`config.mk`:
```
export PLATFORM = sky130hd
export DESIGN_NAME = bmhq_ctrl
export DESIGN_NICKNAME = d
export VERILOG_FILES = /design/src/hw/rtl/bmhq_pkg.sv /design/src/hw/rtl/bmhq_ctrl.sv
export SDC_FILE = /design/constraint.sdc
export NUM_CORES = 1
export LEC_CHECK = 0
export ABC_AREA = 1
export BUFFER_PORTS_ARGS = -buffer_cell sky130_fd_sc_hd__buf_2
export CORE_ASPECT_RATIO = 0.8
export CORE_MARGIN = 10
export CORE_UTILIZATION = 55
export DETAILED_ROUTE_END_ITERATION = 7
export GPL_TIMING_DRIVEN = 1
export HOLD_SLACK_MARGIN = 0.05
export PLACE_DENSITY = 0.82
export SLEW_MARGIN = 5
export SYNTH_ARGS = -nofsm -noshare
export SYNTH_HDL_FRONTEND = slang
export SYNTH_SLANG_ARGS = --single-unit
```
`constraint.sdc`:
```
create_clock -name clk -period 8.95 [get_ports clk]
set_input_delay 0.4475 -clock clk [delete_from_list [all_inputs] [get_ports clk]]
set_output_delay 0.4475 -clock clk [all_outputs]
set_load 0.01 [all_outputs]
```
`src/hw/rtl/bmhq_pkg.sv`:
```
// Shared types and constants for the binary min-heap priority queue.
// Holds the beat structs, the memory request struct and the opcode and status codes.
// Depends on nothing; every other file imports it.
package bmhq_pkg;

  // Heap geometry.
  localparam int CAPACITY = 1024;
  localparam int ADDR_W   = $clog2(CAPACITY);
  // A heap position runs 1..CAPACITY, so it needs one more bit than an address.
  localparam int POS_W    = ADDR_W + 1;
  localparam int KEY_W    = 32;
  localparam int CNT_W    = 11;

  // Opcodes of an input beat.
  localparam logic OP_ENQ = 1'b0;
  localparam logic OP_DEQ = 1'b1;

  // Status codes of a result beat.
  localparam logic [1:0] ST_OK    = 2'd0;
  localparam logic [1:0] ST_EMPTY = 2'd1;
  localparam logic [1:0] ST_FULL  = 2'd2;

  typedef struct packed {
    logic                    op;
    logic signed [KEY_W-1:0] key;
  } in_beat_t;

  typedef struct packed {
    logic [1:0]              status;
    logic signed [KEY_W-1:0] removed_key;
    logic signed [KEY_W-1:0] top_key;
    logic                    top_valid;
    logic [CNT_W-1:0]        entry_count;
  } out_beat_t;

  // One write and two reads per cycle on the heap memory.
  typedef struct packed {
    logic                    we;
    logic [ADDR_W-1:0]       waddr;
    logic signed [KEY_W-1:0] wdata;
    logic [ADDR_W-1:0]       raddr_a;
    logic [ADDR_W-1:0]       raddr_b;
  } mem_req_t;

endpackage

```
`src/hw/rtl/bmhq_ctrl.sv`:
```
// Sequencer for the heap: accepts a command, walks the sift up or sift down
// over the heap memory, and presents one result. Depends on bmhq_pkg.
// The entry being moved stays in a register and is written once at its final place.
module bmhq_ctrl
  import bmhq_pkg::*;
(
  input  logic                    clk,
  input  logic                    rst_n,
  input  logic                    in_valid,
  output logic                    in_ready,
  input  in_beat_t                in_data,
  output logic                    res_valid,
  input  logic                    res_ready,
  output out_beat_t               res,
  output mem_req_t                mem_req,
  input  logic signed [KEY_W-1:0] rd_a,
  input  logic signed [KEY_W-1:0] rd_b
);

  localparam logic [2:0] S_IDLE   = 3'd0;
  localparam logic [2:0] S_LAST   = 3'd1;
  localparam logic [2:0] S_UP_RD  = 3'd2;
  localparam logic [2:0] S_UP_CMP = 3'd3;
  localparam logic [2:0] S_DN_RD  = 3'd4;
  localparam logic [2:0] S_DN_CMP = 3'd5;
  localparam logic [2:0] S_FIN    = 3'd6;
  localparam logic [2:0] S_DONE   = 3'd7;

  logic [2:0]              state_r, state_nxt;
  logic [POS_W-1:0]        count_r, count_nxt;
  logic [POS_W-1:0]        pos_r, pos_nxt;
  logic signed [KEY_W-1:0] val_r, val_nxt;
  logic signed [KEY_W-1:0] top_r, top_nxt;
  logic signed [KEY_W-1:0] removed_r, removed_nxt;
  logic [1:0]              status_r, status_nxt;

  // Child and parent positions of the current position.
  logic [POS_W:0]          left_pos, right_pos, count_ext;
  logic [POS_W-1:0]        parent_pos;
  logic                    has_right, take_right, do_swap;
  logic signed [KEY_W-1:0] child_val;

  assign count_ext  = {1'b0, count_r};
  assign left_pos   = {pos_r, 1'b0};
  assign right_pos  = left_pos + (POS_W+1)'(1);
  assign parent_pos = pos_r >> 1;

  // Pick the smaller child; equal children take the right one.
  assign has_right  = (right_pos <= count_ext);
  assign take_right = has_right && !(rd_a < rd_b);
  assign child_val  = take_right ? rd_b : rd_a;
  assign do_swap    = (child_val < val_r);

  assign in_ready = (state_r == S_IDLE);

  // Next-state and datapath logic.
  always_comb begin
    state_nxt   = state_r;
    count_nxt   = count_r;
    pos_nxt     = pos_r;
    val_nxt     = val_r;
    top_nxt     = top_r;
    removed_nxt = removed_r;
    status_nxt  = status_r;
    mem_req     = '0;
    res_valid   = 1'b0;

    unique case (state_r)
      S_IDLE: begin
        // Read the last entry ahead of a dequeue.
        mem_req.raddr_a = ADDR_W'(count_r - POS_W'(1));
        if (in_valid) begin
          removed_nxt = '0;
          status_nxt  = ST_OK;
          if (in_data.op == OP_ENQ) begin
            if (count_r >= POS_W'(CAPACITY)) begin
              status_nxt = ST_FULL;
              state_nxt  = S_DONE;
            end else begin
              count_nxt = count_r + POS_W'(1);
              pos_nxt   = count_r + POS_W'(1);
              val_nxt   = in_data.key;
              state_nxt = (count_r == '0) ? S_FIN : S_UP_RD;
            end
          end else begin
            if (count_r == '0) begin
              status_nxt = ST_EMPTY;
              state_nxt  = S_DONE;
            end else begin
              removed_nxt = top_r;
              count_nxt   = count_r - POS_W'(1);
              state_nxt   = S_LAST;
            end
          end
        end
      end

      S_LAST: begin
        // The last entry moves to the root and sinks from there.
        val_nxt   = rd_a;
        pos_nxt   = POS_W'(1);
        state_nxt = S_DN_RD;
      end

      S_UP_RD: begin
        mem_req.raddr_a = ADDR_W'(parent_pos - POS_W'(1));
        state_nxt       = S_UP_CMP;
      end

      S_UP_CMP: begin
        // Move the parent down while the new key is strictly smaller.
        if (val_r < rd_a) begin
          mem_req.we    = 1'b1;
          mem_req.waddr = ADDR_W'(pos_r - POS_W'(1));
          mem_req.wdata = rd_a;
          pos_nxt       = parent_pos;
          state_nxt     = (parent_pos == POS_W'(1)) ? S_FIN : S_UP_RD;
        end else begin
          state_nxt = S_FIN;
        end
      end

      S_DN_RD: begin
        mem_req.raddr_a = ADDR_W'(left_pos - (POS_W+1)'(1));
        mem_req.raddr_b = ADDR_W'(left_pos);
        state_nxt       = (left_pos > count_ext) ? S_FIN : S_DN_CMP;
      end

      S_DN_CMP: begin
        // Lift the smaller child while it is below the sinking entry.
        if (do_swap) begin
          mem_req.we    = 1'b1;
          mem_req.waddr = ADDR_W'(pos_r - POS_W'(1));
          mem_req.wdata = child_val;
          if (pos_r == POS_W'(1)) begin
            top_nxt = child_val;
          end
          pos_nxt   = take_right ? POS_W'(right_pos) : POS_W'(left_pos);
          state_nxt = S_DN_RD;
        end else begin
          state_nxt = S_FIN;
        end
      end

      S_FIN: begin
        // The moving entry lands at its final position.
        mem_req.we    = 1'b1;
        mem_req.waddr = ADDR_W'(pos_r - POS_W'(1));
        mem_req.wdata = val_r;
        if (pos_r == POS_W'(1)) begin
          top_nxt = val_r;
        end
        state_nxt = S_DONE;
      end

      S_DONE: begin
        res_valid = 1'b1;
        if (res_ready) begin
          state_nxt = S_IDLE;
        end
      end

      default: begin
        state_nxt = S_IDLE;
      end
    endcase
  end

  // Result fields, built from the state after the operation.
  always_comb begin
    res.status      = status_r;
    res.removed_key = removed_r;
    res.top_valid   = (count_r != '0);
    res.top_key     = (count_r != '0) ? top_r : '0;
    res.entry_count = CNT_W'(count_r);
  end

  // Control state.
  always_ff @(posedge clk) begin
    if (!rst_n) begin
      state_r <= S_IDLE;
      count_r <= '0;
    end else begin
      state_r <= state_nxt;
      count_r <= count_nxt;
    end
  end

  // Payload registers.
  always_ff @(posedge clk) begin
    pos_r     <= pos_nxt;
    val_r     <= val_nxt;
    top_r     <= top_nxt;
    removed_r <= removed_nxt;
    status_r  <= status_nxt;
  end

endmodule

```
# Word level (Yosys, flattened, before mapping)
# Cells that the tools add are included.
# word_totals
reg_bits,123
input_bits,101
out_inout_bits,143
word_cells,93
# classes
add_sub_neg,6
magnitude_cmp,6
n_eq_ne,19
muxes,39
bitwise,1
reduce_logical,15
# ops
cell,n
2-to-1 mux 32 bit,8
one-hot mux 43 bit (3 select lines),1
one-hot mux 32 bit (2 select lines),2
less-than comparator 32 bit,3
2-to-1 mux 11 bit,8
2-to-1 mux 43 bit,2
one-hot mux 11 bit (4 select lines),1
one-hot mux 10 bit (3 select lines),1
subtractor 10 x 1 -> 10 bit (second input constant),3
2-to-1 mux 3 bit,8
one-hot mux 3 bit (8 select lines),1
!= test 2 bit (second input constant),10
adder 12 x 1 -> 12 bit (second input constant),1
== test 3 bit (second input constant),4
greater-than comparator 12 x 11 -> 1 bit,1
less-or-equal comparator 12 x 11 -> 1 bit,1
AND reduction 4 bit,3
adder 11 x 1 -> 11 bit (second input constant),1
== test 11 x 1 -> 1 bit (second input constant),1
>= comparator 11 bit (second input constant),1
zero test 11 bit,1
nonzero test 11 bit,1
subtractor 11 x 1 -> 11 bit (second input constant),1
== test 10 x 1 -> 1 bit (second input constant),1
14 further kinds,21

# Depth between registers and ports, before layout
# logic_depth
word_depth,7
depth_mapped,34
depth_no_buf,33

# Least setup slack after synthesis
# No wires, ideal clock.
# synth_path
path_kind,reg-to-reg
startpoint,reg count_r[10]
endpoint,reg top_r[0] (enable)
setup_ns,0.387
arrival_ns,4.349
t_required_ns,8.563
slack_ns,4.215
path_stages_with_launch,26
path_buffers,1
synth_period_minus_slack_ns,4.735
cell_sequence,dfxtp_1 -> clkinv_1 -> ha_1 -> inv_1 -> nor2_1 -> nand3_2 -> inv_1 -> nand2_1 -> and2_1 -> nand2_1 -> o41ai_4 -> nand3_4 -> clkbuf_1 -> nand2_1 -> o21ai_0 -> ha_1 -> a21oi_1 -> nor2_1 -> a211oi_1 -> a21oi_1 -> a2111oi_0 -> o21a_1 -> nand3_1 -> nand3_1 -> nand2_1 -> inv_1
# synth_via
elab_chain_cells,6
# synth_lines
element,line,rtl
start: declaration,bmhq_ctrl.sv:30,"logic [POS_W-1:0] count_r, count_nxt;"
start signal: assignment,bmhq_ctrl.sv:185,count_r <= count_nxt;
less-or-equal comparator 12 x 11 -> 1 bit,bmhq_ctrl.sv:49,assign has_right = (right_pos <= count_ext);
logical AND 1 bit,bmhq_ctrl.sv:50,assign take_right = has_right && !(rd_a < rd_b);
2-to-1 mux 32 bit,bmhq_ctrl.sv:51,assign child_val = take_right ? rd_b : rd_a;
less-than comparator 32 bit,bmhq_ctrl.sv:52,assign do_swap = (child_val < val_r);
!= test 2 bit (no line),-,
AND reduction 4 bit (no line),-,
end signal: assignment,bmhq_ctrl.sv:193,top_r <= top_nxt;
end: declaration,bmhq_ctrl.sv:33,"logic signed [KEY_W-1:0] top_r, top_nxt;"
# No other way between the ends.
# A chain may end at the register's enable or synchronous reset.

==> metrics.yaml <==
async_flop_share: 0
root_buffer: "clkbuf_16"
rsz0062_at_grt: "no"
start_kind: "flop"
syn_to_final_growth_pct: 20.1
cap_violations: 0
first_pass_iters: 5
grt_pass1_vias: 9449
dr.first_iter.drc_count: 1217
hold_class: "input pin to flop"
yosysSeqAreaShare: 0.362
instances_no_fill: 1773
rrSetupSlack_ps: 3070
nFillCells: 1539
max-clock-path-buffers: 2
final.setup.tns_ps: 0
place.gp.congestion: 1.02
yosysWarningCount: 0
hold_viol_final: 0
vias: 9983
layout.nets: 1744
grt-ovfl-total: 0
synthesis.nets: 1516
grt_max_degree: 66
cts_tree: "yes"
fp.dieW_um: 169
powerDensity_nw_per_um2: 359
drc: 0
final_max_slew_viol_count: 0
crit_fanout: 64
clk-insertion-delay-late_ps: 420
cts_inserted_buffers: 17
p_leak_nw: 6.12
placed_area_um2: 11200
cts_resized: 0
ys_ff_latch: 123
required_ps: 8500
htree_levels: 4
io_pins: 244
die_area_um2: 23600
finish.utilization: 0.676
ys.flop_type: "edfxtp_1"
grt_usage: 0.274
critPathArrivalTime_ps: 6560
ant_nets: 0
syn-mean-instance-area_um2: 7.53
cts_sinks: 123
slew_headroom: 0.219
ys_types: 45
worstSetupPathType: "flop to primary output"
io_buffer_count: 242
rows: 43
fin_crit_sh: 0.783
end_kind: "primary output"
worst-slew-pin-transition_ps: 1160
synth-edff-count: 109
clk_pin_slew_ps: 60
syn-cell-area_um2: 9820
synth_cells: 1303
fmax_mhz: 143
postCtsSetupBuffers: 0
fin_crit_ps: 7000
die_height_um: 139
holdWs_ps: 303
start_util: 0.563
final_area_um2: 11800
setup_viol: 0
vias_per_cell: 5.63
peakVddDrop_v: 0.000173
drive_gt1_frac: 0.199
hpwl_mm: 26.7
status: "complete, no violations"
antenna_found_initial: 5
wirelength_mm: 33.5
skew_ps: 9.59
dp_cells: 1737
core_area_um2: 17400
wl_per_cell_um: 18.9
cts_hold_buf: 0
grt_pass1_wl_mm: 51.8
==> cells in the mapped netlist (2+ instances only) <==
cell / instances / area [um2]
o211ai_1: 42 / 315
edfxtp_1: 109 / 3270
a21o_1: 2 / 15.0
o31ai_1: 2 / 15.0
buf_1: 3 / 11.3
nand2_1: 331 / 1240
o21a_1: 3 / 22.5
a31oi_1: 2 / 12.5
xor2_1: 17 / 149
nor4_1: 2 / 12.5
nand3_1: 29 / 145
nor2_2: 10 / 62.6
dfxtp_1: 14 / 280
inv_2: 4 / 15.0
nor2_1: 137 / 514
ha_1: 112 / 1400
a221oi_1: 2 / 17.5
a21oi_1: 65 / 325
o2111ai_1: 2 / 17.5
a211oi_1: 5 / 37.5
inv_1: 207 / 777
clkinv_1: 5 / 18.8
clkbuf_1: 33 / 124
o21ai_0: 96 / 480
buf_6: 3 / 33.8
nand4_1: 13 / 81.3
o221ai_1: 16 / 140
nor3_1: 17 / 85.1
o21ai_1: 2 / 10.0
xnor2_1: 3 / 26.3
==> worst max-delay path: stages (launching register included) <==
cell	delay [ps]
dfxtp_1	470
clkinv_1	300
ha_1	390
inv_1	40
nor2_1	110
nand3_2	130
o41ai_4	530
nand3_4	570
o21ai_0	620
ha_1	340
a21oi_1	160
nor2_1	60
a211oi_1	220
a21oi_1	90
a2111oi_0	340
o21a_1	200
nand3_1	150
a21oi_4	810
nand2_1	150
o211ai_1	200
buf_2	200
==> metrics by stage <==
step / power, W / setup WS, ps
after floorplan: 0.00261 / 4210
after global placement: 0.00346 / 2570
after detailed placement: 0.00351 / 2590
after CTS: 0.00419 / 2130
after global routing: 0.00455 / 1570
final: 0.00423 / 1950
==> layout make-up <==
cell class	count	area (um2)	area share
clock buffers	17	425	0.0361
inverters	217	817	0.0693
flip-flops and latches	123	3550	0.301
clock inverters	15	146	0.0124
well taps	225	282	0.0239
repair buffers	249	1260	0.107
diodes	4	10.0	0.000849
multi-input cells	923	5290	0.449
==> cells by family (layout without fill, tap and decap cells) <==
logic type / after synthesis / count (layout) / share of synthesized area
and+or+nand+nor: 544 / 544 / 0.223
buffers and inverters: 257 / 498 / 0.101
AOI/OAI and AO/OA: 246 / 246 / 0.152
DFF: 123 / 123 / 0.362
adders and majority gates: 112 / 112 / 0.143
xor gates and xnor gates: 20 / 20 / 0.0178
other: 1 / 5 / 0.000382
==> power by group <==
group	switching, W	internal, W
combinational	0.00167	0.000789
clock	0.000301	0.000370
sequential	0.000186	0.000916
==> registers in the layout (all words and copies together) (netlist names) <==
| signal | count |
|---|---|
| removed_r | 32 |
| top_r | 32 |
| val_r | 32 |
| count_r | 11 |
| pos_r | 11 |
| state_r | 3 |
| status_r | 2 |
==> worst paths after layout <==
check	startpoint	end	cells past startpoint
hold reg to reg	top_r[29]$_DFFE_PP_	removed_r[29]$_SDFFCE_PP0P_	2
hold / removal	in_data[13]	val_r[13]$_DFFE_PP_	3
setup / recovery	count_r[10]$_SDFFE_PN0P_	mem_req[50]	20
setup reg to reg	count_r[10]$_SDFFE_PN0P_	top_r[6]$_DFFE_PP_	20
==> cell usage in the layout, fill, tap and decap left out, types with 3 or more instances in the layout <==
cell type / Yosys / routed
diode_2: 0 / 4
nor3_1: 17 / 17
nor2_1: 137 / 134
nand4_1: 13 / 13
o211ai_1: 42 / 42
o21ai_0: 96 / 96
clkinv_1: 5 / 6
inv_8: 0 / 4
a21oi_1: 65 / 65
inv_1: 207 / 206
o21a_1: 3 / 3
clkbuf_16: 0 / 17
inv_6: 0 / 6
nor2_2: 10 / 12
edfxtp_1: 109 / 109
buf_2: 0 / 242
inv_2: 4 / 4
nand3_1: 29 / 29
nand2_1: 331 / 331
o221ai_1: 16 / 16
buf_4: 1 / 7
ha_1: 112 / 112
a211oi_1: 5 / 4
xnor2_1: 3 / 3
xor2_1: 17 / 17
dfxtp_1: 14 / 14
==> metal layers <==
layer,track usage,part of all wire,up-vias
met1,0.391,0.44,4577
met5,0,0,-
met2,0.385,0.41,558
met4,0.0730,0.020,0
met3,0.0926,0.13,49
li1,-,-,4799
Power figures use the tool's default switching activity.
